`config.mk`:
```
export PLATFORM = sky130hd
export DESIGN_NAME = deh_fifo
export DESIGN_NICKNAME = d
export VERILOG_FILES = /design/src/rtl/deh_pkg.sv /design/src/rtl/deh_fifo.sv
export SDC_FILE = /design/constraint.sdc
export NUM_CORES = 1
export LEC_CHECK = 0
export BUFFER_PORTS_ARGS = -buffer_cell sky130_fd_sc_hd__buf_2
export CORE_UTILIZATION = 57
export CTS_CLUSTER_DIAMETER = 120
export DETAILED_ROUTE_END_ITERATION = 8
export MAX_ROUTING_LAYER = met4
export PLACE_DENSITY = 0.75
export RECOVER_POWER = 50
export SLEW_MARGIN = 20
export SYNTH_ARGS = -nofsm -noshare
export SYNTH_HDL_FRONTEND = slang
export SYNTH_SLANG_ARGS = --single-unit
```
`constraint.sdc`:
```
create_clock -name i_clk -period 2.23 [get_ports i_clk]
set_input_delay 0.3345 -clock i_clk [delete_from_list [all_inputs] [get_ports i_clk]]
set_output_delay 0.3345 -clock i_clk [all_outputs]
set_load 0.02 [all_outputs]
```
`src/rtl/deh_pkg.sv`:
```
// Types, codes and reset values of the detector event histogrammer.
// No dependencies; imported by every module of the block.
package deh_pkg;

    // action codes of an input word
    localparam logic [1:0] ACT_LOAD     = 2'd0;
    localparam logic [1:0] ACT_EVENT    = 2'd1;
    localparam logic [1:0] ACT_READ     = 2'd2;
    localparam logic [1:0] ACT_READ_CLR = 2'd3;

    // result status codes
    localparam logic [2:0] ST_COUNTED  = 3'd0;
    localparam logic [2:0] ST_IGNORED  = 3'd1;
    localparam logic [2:0] ST_UNMAPPED = 3'd2;
    localparam logic [2:0] ST_OOR      = 3'd3;
    localparam logic [2:0] ST_LOADED   = 3'd4;
    localparam logic [2:0] ST_READ     = 3'd5;

    // register indexes (byte address / 4)
    localparam logic [2:0] REG_X_ORIGIN   = 3'd0;
    localparam logic [2:0] REG_X_RATE     = 3'd1;
    localparam logic [2:0] REG_Y_ORIGIN   = 3'd2;
    localparam logic [2:0] REG_Y_RATE     = 3'd3;
    localparam logic [2:0] REG_BINS_X     = 3'd4;
    localparam logic [2:0] REG_BINS_Y     = 3'd5;
    localparam logic [2:0] REG_TUBE_LIMIT = 3'd6;

    localparam int QUEUE_DEPTH = 4;
    // histogram address wide enough for 1024 x 1024 bins
    localparam int HIST_ADDR_W = 20;

    typedef struct packed {
        logic [1:0]         action;
        logic [7:0]         tube_id;
        logic [11:0]        raw_value;
        logic signed [31:0] map_position_x;
        logic [15:0]        map_scale_y;
        logic [7:0]         read_bin_x;
        logic [7:0]         read_bin_y;
    } t_in;

    typedef struct packed {
        logic [2:0]  status;
        logic [7:0]  bin_x;
        logic [7:0]  bin_y;
        logic [31:0] count;
    } t_out;

    typedef struct packed {
        logic [31:0] x_origin;
        logic [31:0] x_bins_per_metre;
        logic [31:0] y_origin;
        logic [31:0] y_bins_per_metre;
        logic [8:0]  bins_in_x;
        logic [8:0]  bins_in_y;
        logic [8:0]  tube_limit;
    } t_cfg;

    localparam t_cfg CFG_RST = '{
        x_origin:         32'hFFFF_7989,   // -34423
        x_bins_per_metre: 32'd12227606,
        y_origin:         32'hFFFF_7A1C,   // -34276
        y_bins_per_metre: 32'd16039213,
        bins_in_x:        9'd196,
        bins_in_y:        9'd256,
        tube_limit:       9'd196
    };

    typedef enum logic [1:0] {
        OP_PASS,
        OP_COUNT,
        OP_READ,
        OP_READ_CLR
    } t_op;

    // classified word handed from front to back
    typedef struct packed {
        t_op                    op;
        logic [2:0]             status;
        logic [7:0]             bin_x;
        logic [7:0]             bin_y;
        logic [HIST_ADDR_W-1:0] addr;
    } t_job;

    typedef struct packed {
        logic clearing;
    } t_back_stat;

endpackage

```
`src/rtl/deh_fifo.sv`:
```
// Short job queue between the front and back halves.
// Depends on deh_pkg (t_job, QUEUE_DEPTH).
module deh_fifo import deh_pkg::*; (
    input  logic i_clk,
    input  logic i_rst_n,
    input  logic i_push,
    input  t_job i_push_job,
    output logic o_full,
    input  logic i_pop,
    output t_job o_head,
    output logic o_empty
);
    localparam int PW = (QUEUE_DEPTH > 1) ? $clog2(QUEUE_DEPTH) : 1;
    localparam int CW = $clog2(QUEUE_DEPTH + 1);

    t_job           r_q [QUEUE_DEPTH];
    logic [PW-1:0]  r_wr_ptr, r_rd_ptr;
    logic [CW-1:0]  r_cnt;

    assign o_full  = (r_cnt == CW'(QUEUE_DEPTH));
    assign o_empty = (r_cnt == '0);
    assign o_head  = r_q[r_rd_ptr];

    always_ff @(posedge i_clk) begin
        if (!i_rst_n) begin
            r_wr_ptr <= '0;
            r_rd_ptr <= '0;
            r_cnt    <= '0;
        end else begin
            if (i_push) begin
                r_wr_ptr <= (r_wr_ptr == PW'(QUEUE_DEPTH - 1)) ? '0 : r_wr_ptr + 1'b1;
            end
            if (i_pop) begin
                r_rd_ptr <= (r_rd_ptr == PW'(QUEUE_DEPTH - 1)) ? '0 : r_rd_ptr + 1'b1;
            end
            if (i_push && !i_pop) begin
                r_cnt <= r_cnt + 1'b1;
            end else if (!i_push && i_pop) begin
                r_cnt <= r_cnt - 1'b1;
            end
        end
    end

    always_ff @(posedge i_clk) begin
        if (i_push) begin
            r_q[r_wr_ptr] <= i_push_job;
        end
    end

endmodule

```
==> results.yml, run 1 <==
drt:
  routedWlPerCell_um: 20.2
  num_vias: 2983
  drc: 0
  vias_per_cell: 5.55
  ant_nets: 0
  drt-total-wl_mm: 10.8
  drt_iter0_drc: 194
  drt_pre_antenna_iters: 6
floorplanning:
  core_um2: 10900
  io_pins: 88
  die_h_um: 108
  rows: 38
  die_w_um: 108
  start_util: 0.590
  die-area_um2: 11700
clock_network:
  cts_buffers: 17
  cts_tree: "yes"
  clk_path_buf_depth: 2
  clk_pin_slew_ns: 0.06
  cts.sinks: 173
  insertion_delay_ns: 0.53
  cts-htree-levels: 4
  root_buffer: "clkbuf_8"
job:
  maxCapViolations: 0
worst_setup_path:
  r2r_cells: 3
  cp_common_cell: "buf_6"
  arrival_ns: 1.86
  path_delay_family: "multiplexers"
  critPathKind: "reg -> out"
  worst_setup_path_end_kind: "output port"
  path_cells: "buf_6 > buf_12 > mux4_2 > buf_6"
  cp.buffers_inverters: 3
  start_kind: "register"
  worstPathMaxFanout: 6
  slowest_delay_ns: 0.53
  critPathRequiredTime_ns: 1.90
  reg2reg_from: "r_wr_ptr[0]$_SDFFE_PN0P_"
  cpMaxStageDelayCell: "mux4_2"
  reg2reg_setup_slack_ns: 0.71
  rr_endpoint: "r_q[1][3]$_DFFE_PP_"
timing:
  relSlewSlack: 0.658
  fmax_ghz: 0.455
  hold_viol: 0
  finalCritPeriodShare: 0.986
  whs_ns: 0.0709
  setup_viol: 0
  layout_setup_ws_ns: 0.0306
  finalCriticalPeriod_ns: 2.20
  rsz0062_at_grt: "true"
  finClkSkew_ns: 0.00537
  worst_pin_slew_ns: 0.513
  slew_viol_final: 0
pwr:
  total_power_uw: 7410
  power_density_nw_per_um2: 939
  ir_drop_uv: 524
  p_leak_uw: 0.00265
global_route:
  track_usage: 0.209
  grt_pass1_vias: 3124
  grt_pass1_wl_mm: 16.4
  gr-total-overflow: 0
  grt_max_degree: 42
  antenna_found_initial: 0
final_layout:
  stdcell_count: 537
  insertedDiodeCount: 0
  fin_util: 0.724
  area_delta_synth_final_pct: 22.8
  drive_gt1_frac: 0.358
  nNetsFinal: 436
min_path:
  min_from: "i_push_job[1]"
  min_path_type: "in -> reg"
  hold_depth: 1
  worst_hold_path.endpoint: "r_q[1][1]$_DFFE_PP_"
logic_synthesis:
  synth_area_leaders: "edfxtp_1, mux4_2, dfxtp_1, buf_12, ha_1"
  syn_avg_cell_area_um2: 24.8
  async_flop_share: 0
  yosysWarnings: 0
  synthFlopType: "edfxtp_1"
  synth_top_area_frac: 0.767
  yosysTopAreaCell: "edfxtp_1"
  synth_edf_count: 164
  synth-seq-area-share: 0.795
  syn_inst: 259
  syn-cell-area_um2: 6420
  synth_cell_types: 23
  yosys_register_bits: 173
  syn-num-nets: 311
run_status:
  outcome: "finished, final reports clean"
placed_design:
  dpl_worst_slack_ns: 0.354
  hpwl_mm: 6.33
  dpl.cell_count: 488
  portBuffers: 87
  gp_congestion: 0.698
==> cell families after synthesis <==
logic type                 after synthesis  share of synthesized area
AOI/OAI and AO/OA                        3                    0.00312
xor gates and xnor gates                 2                    0.00273
adders and majority gates                7                     0.0148
buffers and inverters                   14                     0.0203
DFF                                    173                      0.795
muxes                                   45                      0.151
and+or+nand+nor                         15                     0.0140
==> worst max-delay path by stage <==
stage	from	endpoint	slack, ns	cells past startpoint
after CTS	register	o_head[21]	-0.02	3
final	register	o_head[35]	0.03	4
after global routing	register	o_head[35]	-0.04	4
after floorplan	r_wr_ptr[0]$_SDFFE_PN0P_	r_q[3][0]$_DFFE_PP_	0.29	2
after global placement	register	o_head[21]	0.43	3
after detailed placement	i_pop	r_cnt[2]$_SDFFE_PN0P_	0.35	8
==> flip-flops by register name, summed over array words and instances (netlist names), named ones only <==
register / flops
r_wr_ptr: 2
r_cnt: 3
r_q: 164
r_rd_ptr: 2
==> final cells by class <==
| type | instances | area, um^2 |
|---|---|---|
| fillers | 672 | 3000 |
| well taps | 140 | 175 |
| flip-flops and latches | 173 | 5110 |
| clock buffers | 24 | 480 |
| inverters | 4 | 15.0 |
| repair buffers | 116 | 811 |
| clock inverters | 8 | 105 |
| multi-input cells | 72 | 1190 |
==> power breakdown <==
| part | switching (uW) | leakage (uW) | internal [uW] |
|---|---|---|---|
| clock network | 1130 | 0.000278 | 1720 |
| logic | 426 | 0.000793 | 372 |
| registers | 48.4 | 0.00158 | 3720 |
| total | 1600 | 0.00265 | 5810 |
==> Yosys cell counts (all sizes together) (2+ instances only) <==
cell	count
and2	5
buf	10
dfxtp	9
edfxtp	164
ha	6
inv	4
mux2i	4
mux4	41
nor2b	5
nor3	2
==> per-stage QoR <==
stage	instance area, um^2	TNS [ns]
after detailed placement	7060	0
final	7890	0
after CTS	7740	-0.0221
after global routing	7890	-0.491
after floorplan	6420	0
after global placement	7060	0
==> cell usage in the layout (no fill, tap or decap) <==
cell / Yosys / layout
nor2b_1: 5 / 5
dfxtp_2: 0 / 1
nor3_1: 2 / 2
clkinv_2: 0 / 1
o21a_1: 1 / 1
inv_6: 0 / 1
or3_1: 1 / 1
buf_2: 4 / 30
nor3b_1: 1 / 1
nor2_1: 1 / 1
bufinv_16: 0 / 2
inv_1: 4 / 4
clkbuf_2: 0 / 1
mux2i_1: 4 / 4
xnor2_1: 1 / 1
edfxtp_1: 164 / 164
and2_0: 0 / 1
ha_1: 6 / 6
clkinvlp_4: 0 / 3
dfxtp_4: 0 / 1
buf_4: 0 / 12
dlygate4sd3_1: 0 / 9
mux4_2: 40 / 41
clkbuf_8: 0 / 5
buf_12: 4 / 4
fa_1: 1 / 1
a21boi_0: 1 / 1
clkbuf_16: 0 / 18
clkinv_4: 0 / 1
o21ai_0: 1 / 1
xor2_1: 1 / 1
clkbuf_1: 0 / 44
dfxtp_1: 9 / 7
and2_2: 0 / 4
buf_6: 1 / 17
==> per-layer routing <==
| metal | vias up | track usage | share of wire | wire, um |
|---|---|---|---|---|
| li1 | 1341 | - | - | - |
| met1 | 1536 | 0.262 | 0.42 | 4560 |
| met2 | 92 | 0.327 | 0.52 | 5580 |
| met3 | 14 | 0.0561 | 0.047 | 514 |
| met4 | 0 | 0.0822 | 0.016 | 172 |
| met5 | - | - | 0 | 0 |
==> timing repair <==
item | 4_1_cts | 5_1_grt
hold endpoints to repair | 24 | 6
gates cloned | 0 | 2
setup buffers | 3 | 3
hold buffers | 7 | 2
gates resized for setup | 0 | 37
setup endpoints to repair | 31 | 29
Note: power is estimated with default switching activity, not from simulation.
==> run 2, diff against run 1 <==
--- a/config.mk
+++ b/config.mk
@@ -6,11 +6,11 @@
 export NUM_CORES = 1
 export LEC_CHECK = 0
 export BUFFER_PORTS_ARGS = -buffer_cell sky130_fd_sc_hd__buf_2
-export CORE_UTILIZATION = 57
+export CORE_UTILIZATION = 40
 export CTS_CLUSTER_DIAMETER = 120
 export DETAILED_ROUTE_END_ITERATION = 8
 export MAX_ROUTING_LAYER = met4
-export PLACE_DENSITY = 0.75
+export PLACE_DENSITY = 0.55
 export RECOVER_POWER = 50
 export SLEW_MARGIN = 20
 export SYNTH_ARGS = -nofsm -noshare
==> results.yml, run 2 (synthesis gave the netlist of run 1 again) <==
floorplanning:
  io_pins: 88
  die_h_um: 129
  die-area_um2: 16600
  die_w_um: 129
  core_um2: 15400
  start_util: 0.416
  rows: 45
final_layout:
  area_delta_synth_final_pct: 20.4
  top_register: "r_q"
  n_fill_cell: 1297
  largest_reg_flops: 164
  drive_gt1_frac: 0.346
  fin_util: 0.501
  design_area_um2: 7730
  mostFrequentLayoutCells: "edfxtp_1, buf_2, clkbuf_1"
  insertedDiodeCount: 0
  layout_commonest_cell: "edfxtp_1"
  top_regs: "r_q: 164 flops, r_cnt: 3 flops"
  nNetsFinal: 420
placed_design:
  portBuffers: 87
  hpwl_mm: 6.70
  placed_area_um2: 7190
  gp_congestion: 0.666
clock_network:
  cts_tree: "yes"
  clk_path_buf_depth: 2
  cts_resized: 0
  cts-htree-levels: 4
  root_buffer: "clkbuf_16"
  cts_buffers: 17
  clk_pin_slew_ns: 0.06
  cts.sinks: 173
  insertion_delay_ns: 0.41
worst_setup_path:
  critPathKind: "reg -> out"
  cpMaxStageDelayCell: "mux4_2"
  critPathRequiredTime_ns: 1.90
  arrival_ns: 1.76
  worst_setup_path_end_kind: "output port"
  path_delay_family: "multiplexers"
  path_cells: "buf_4 > mux4_2 > buf_2"
  reg2reg_setup_slack_ns: 0.23
  slowest_delay_ns: 0.51
  worstPathMaxFanout: 7
  start_kind: "register"
  cp.buffers_inverters: 2
drt:
  num_vias: 2872
  routedWlPerCell_um: 18.8
  drt_pre_antenna_iters: 4
  drc: 0
  ant_nets: 0
  drt_iter0_drc: 192
  drt-total-wl_mm: 11.2
  vias_per_cell: 4.85
global_route:
  grt_pass1_vias: 3172
  grt_pass1_wl_mm: 17.4
  grt_max_degree: 42
  track_usage: 0.154
  gr-total-overflow: 0
  antenna_found_initial: 0
job:
  maxCapViolations: 0
timing:
  finClkSkew_ns: 0.00786
  rsz0062_at_grt: "false"
  tns_ns: 0
  slew_viol_final: 0
  finalCritPeriodShare: 0.941
  finalCriticalPeriod_ns: 2.10
  relSlewSlack: 0.279
  hold_viol: 0
  worst_pin_slew_ns: 1.08
  setup_viol: 0
  fmax_ghz: 0.477
pwr:
  p_leak_uw: 0.00254
  intPower_uw: 5680
  clkPwrFrac: 0.387
  switching_power_uw: 1650
  power.share.sequential: 0.514
  p_sw_frac: 0.225
  ir_drop_uv: 489
  total_power_uw: 7330
  power_density_nw_per_um2: 947
  p_comb_frac: 0.099
min_path:
  min_path_type: "in -> reg"
run_status:
  outcome: "finished, final reports clean"
-- run 2: cell types whose count changed in the layout (fill, tap and decap cells not counted), moves of 3 or more --
cell | before | now
and2_2 | 4 | 1
buf_12 | 4 | 8
buf_2 | 30 | 45
buf_4 | 12 | 5
buf_6 | 17 | 0
clkbuf_8 | 5 | 0
clkinv_2 | 1 | 4
dlygate4sd3_1 | 9 | 0
-- run 2: worst paths after layout --
kind	from	end	depth (start not counted)
setup / recovery	register	o_head[8]	3
hold / removal	i_push_job[22]	r_q[2][22]$_DFFE_PP_	1
setup reg to reg	r_wr_ptr[0]$_SDFFE_PN0P_	r_q[0][32]$_DFFE_PP_	4
hold reg to reg	r_cnt[2]$_SDFFE_PN0P_	r_cnt[2]$_SDFFE_PN0P_	2
-- run 2: routing by layer --
metal	vias to the layer above	global-route usage	wire length, um
met2	59	0.242	5460
li1	1302	-	-
met5	-	-	0
met3	8	0.0466	416
met1	1503	0.186	5180
met4	0	0.0623	107
-- run 2: timing repair --
action,in CTS,in global routing
setup endpoints to repair,29,0
setup buffers,2,0
hold endpoints to repair,0,0
hold buffers,0,0
-- run 2: layout make-up --
type / instances / area [um^2] / share of cell area
flip-flops and latches: 173 / 5110 / 0.661
inverters: 4 / 15.0 / 0.00194
well taps: 211 / 264 / 0.0341
clock inverters: 14 / 145 / 0.0188
clock buffers: 18 / 429 / 0.0555
repair buffers: 100 / 581 / 0.0751
multi-input cells: 72 / 1190 / 0.154
-- run 2: power groups by stage --
stage / Sequential, uW / Clock, uW / Combinational (uW)
2_1_floorplan: 3820 / 0 / 478
3_3_place_gp: 3840 / 0 / 732
3_5_place_dp: 3840 / 0 / 739
4_1_cts: 3760 / 2900 / 756
5_1_grt: 3780 / 3030 / 790
6_report: 3760 / 2840 / 727
-- run 2: stage by stage --
| stage | setup slack, ns | hold WS (ns) | instances |
|---|---|---|---|
| floorplan | 0.287 | 0.433 | 259 |
| global placement | 0.384 | 0.497 | 558 |
| detailed placement | 0.372 | 0.505 | 558 |
| CTS | 0.0818 | 0.110 | 592 |
| global route | 0.0342 | 0.163 | 592 |
| finish | 0.133 | 0.174 | 592 |
==> run 3, diff against run 2 <==
--- a/config.mk
+++ b/config.mk
@@ -11,7 +11,6 @@
 export DETAILED_ROUTE_END_ITERATION = 8
 export MAX_ROUTING_LAYER = met4
 export PLACE_DENSITY = 0.55
-export RECOVER_POWER = 50
 export SLEW_MARGIN = 20
 export SYNTH_ARGS = -nofsm -noshare
 export SYNTH_HDL_FRONTEND = slang
==> results.yml, run 3 (synthesis gave the netlist of run 1 again) <==
run_status:
  outcome: "finished, final reports clean"
worst_setup_path:
  cpMaxStageDelayCell: "mux4_2"
  critPathKind: "reg -> out"
  path_cells: "buf_4 > mux4_2 > buf_2"
  path_delay_family: "multiplexers"
  start_kind: "register"
  r2r_cells: 3
  reg2reg_setup_slack_ns: 0.69
  reg2reg_from: "r_wr_ptr[0]$_SDFFE_PN0P_"
  cp.buffers_inverters: 2
  worst_setup_path_end_kind: "output port"
  slowest_delay_ns: 0.51
  critPathRequiredTime_ns: 1.90
  rr_endpoint: "r_q[3][32]$_DFFE_PP_"
  arrival_ns: 1.76
  worstPathMaxFanout: 7
job:
  maxCapViolations: 0
floorplanning:
  die_w_um: 129
  rows: 45
  io_pins: 88
  start_util: 0.416
  die_h_um: 129
  core_um2: 15400
  die-area_um2: 16600
placed_design:
  hpwl_mm: 6.70
  portBuffers: 87
  dpl.cell_count: 558
  gp_congestion: 0.666
final_layout:
  nNetsFinal: 420
  stdcell_count: 593
  area_delta_synth_final_pct: 21.3
  drive_gt1_frac: 0.465
  top_regs: "r_q: 164 flops, r_cnt: 3 flops"
  largest_reg_flops: 164
  layout_commonest_cell: "edfxtp_1"
  mostFrequentLayoutCells: "edfxtp_1, buf_2, mux4_2"
  top_register: "r_q"
  fin_util: 0.505
timing:
  worst_pin_slew_ns: 0.397
  relSlewSlack: 0.735
  rsz0062_at_grt: "false"
  setup_viol: 0
  hold_viol: 0
  finalCriticalPeriod_ns: 2.10
  finalCritPeriodShare: 0.941
  slew_viol_final: 0
  finClkSkew_ns: 0.00667
  fmax_ghz: 0.476
  tns_ns: 0
global_route:
  antenna_found_initial: 1
  track_usage: 0.154
  gr-total-overflow: 0
  grt_pass1_wl_mm: 17.4
  grt_max_degree: 42
  grt_pass1_vias: 3172
min_path:
  min_from: "i_push_job[22]"
  min_path_type: "in -> reg"
  hold_depth: 1
  worst_hold_path.endpoint: "r_q[2][22]$_DFFE_PP_"
clock_network:
  clk_path_buf_depth: 2
  cts-htree-levels: 4
  cts_hold_buffers: 0
  cts.sinks: 173
  root_buffer: "clkbuf_16"
  cts_tree: "yes"
  insertion_delay_ns: 0.41
  clk_pin_slew_ns: 0.06
  cts_buffers: 17
pwr:
  ir_drop_uv: 494
  p_leak_uw: 0.00266
  power_density_nw_per_um2: 942
drt:
  routedWlPerCell_um: 18.8
  drt_iter0_drc: 186
  ant_nets: 0
  drt-total-wl_mm: 11.1
  drt_pre_antenna_iters: 4
  num_vias: 2891
  drc: 0
  vias_per_cell: 4.88
-- run 3: cell types whose count changed in the layout (fill, tap and decap cells not counted) --
| cell | change |
|---|---|
| and2_0 | -3 |
| buf_2 | +42 |
| diode_2 | +1 |
| clkbuf_1 | -42 |
| and2_2 | +3 |
-- run 3: through the flow --
step	power [uW]	instance area (um^2)	hold slack, ns	setup WS, ns
floorplan	4300	6420	0.433	0.287
global placement	4570	7190	0.497	0.384
detailed placement	4580	7190	0.505	0.372
CTS	7420	7790	0.110	0.0818
global route	7610	7790	0.111	0.0342
finish	7340	7790	0.133	0.131
-- run 3: per-layer routing --
metal	global-route usage	vias up	wire [um]
met5	-	-	0
met4	0.0623	0	135
met3	0.0466	10	449
met2	0.242	66	5420
met1	0.186	1511	5120
li1	-	1304	-
-- run 3: layout make-up --
cell class / count / area [um^2]
Sequential cell: 173 / 5110
Tap cell: 211 / 264
Clock buffer: 18 / 429
Inverter: 4 / 15.0
Multi-Input combinational cell: 72 / 1190
Timing Repair Buffer: 100 / 633
Clock inverter: 14 / 145
Antenna cell: 1 / 2.50
Fill cell: 1289 / 7630
-- run 3: power breakdown --
group / internal (uW) / switching, uW / leakage [uW] / total (uW)
Clock: 1650 / 1190 / 0.000272 / 2840
Combinational: 321 / 416 / 0.000803 / 738
Sequential: 3720 / 48.1 / 0.00158 / 3760
-- run 3: how the worst max path moves through the flow --
stage	endpoint	slack, ns	cells past startpoint
CTS	o_head[5]	0.08	3
floorplan	r_q[3][0]$_DFFE_PP_	0.29	2
global placement	o_head[8]	0.38	3
detailed placement	r_cnt[2]$_SDFFE_PN0P_	0.37	8
finish	o_head[8]	0.13	3
global route	o_head[9]	0.03	3
-- run 3: repair_timing --
item,in CTS,in global routing
setup buffers,2,0
endpoints found under the setup margin,29,0
gates resized for setup,0,0
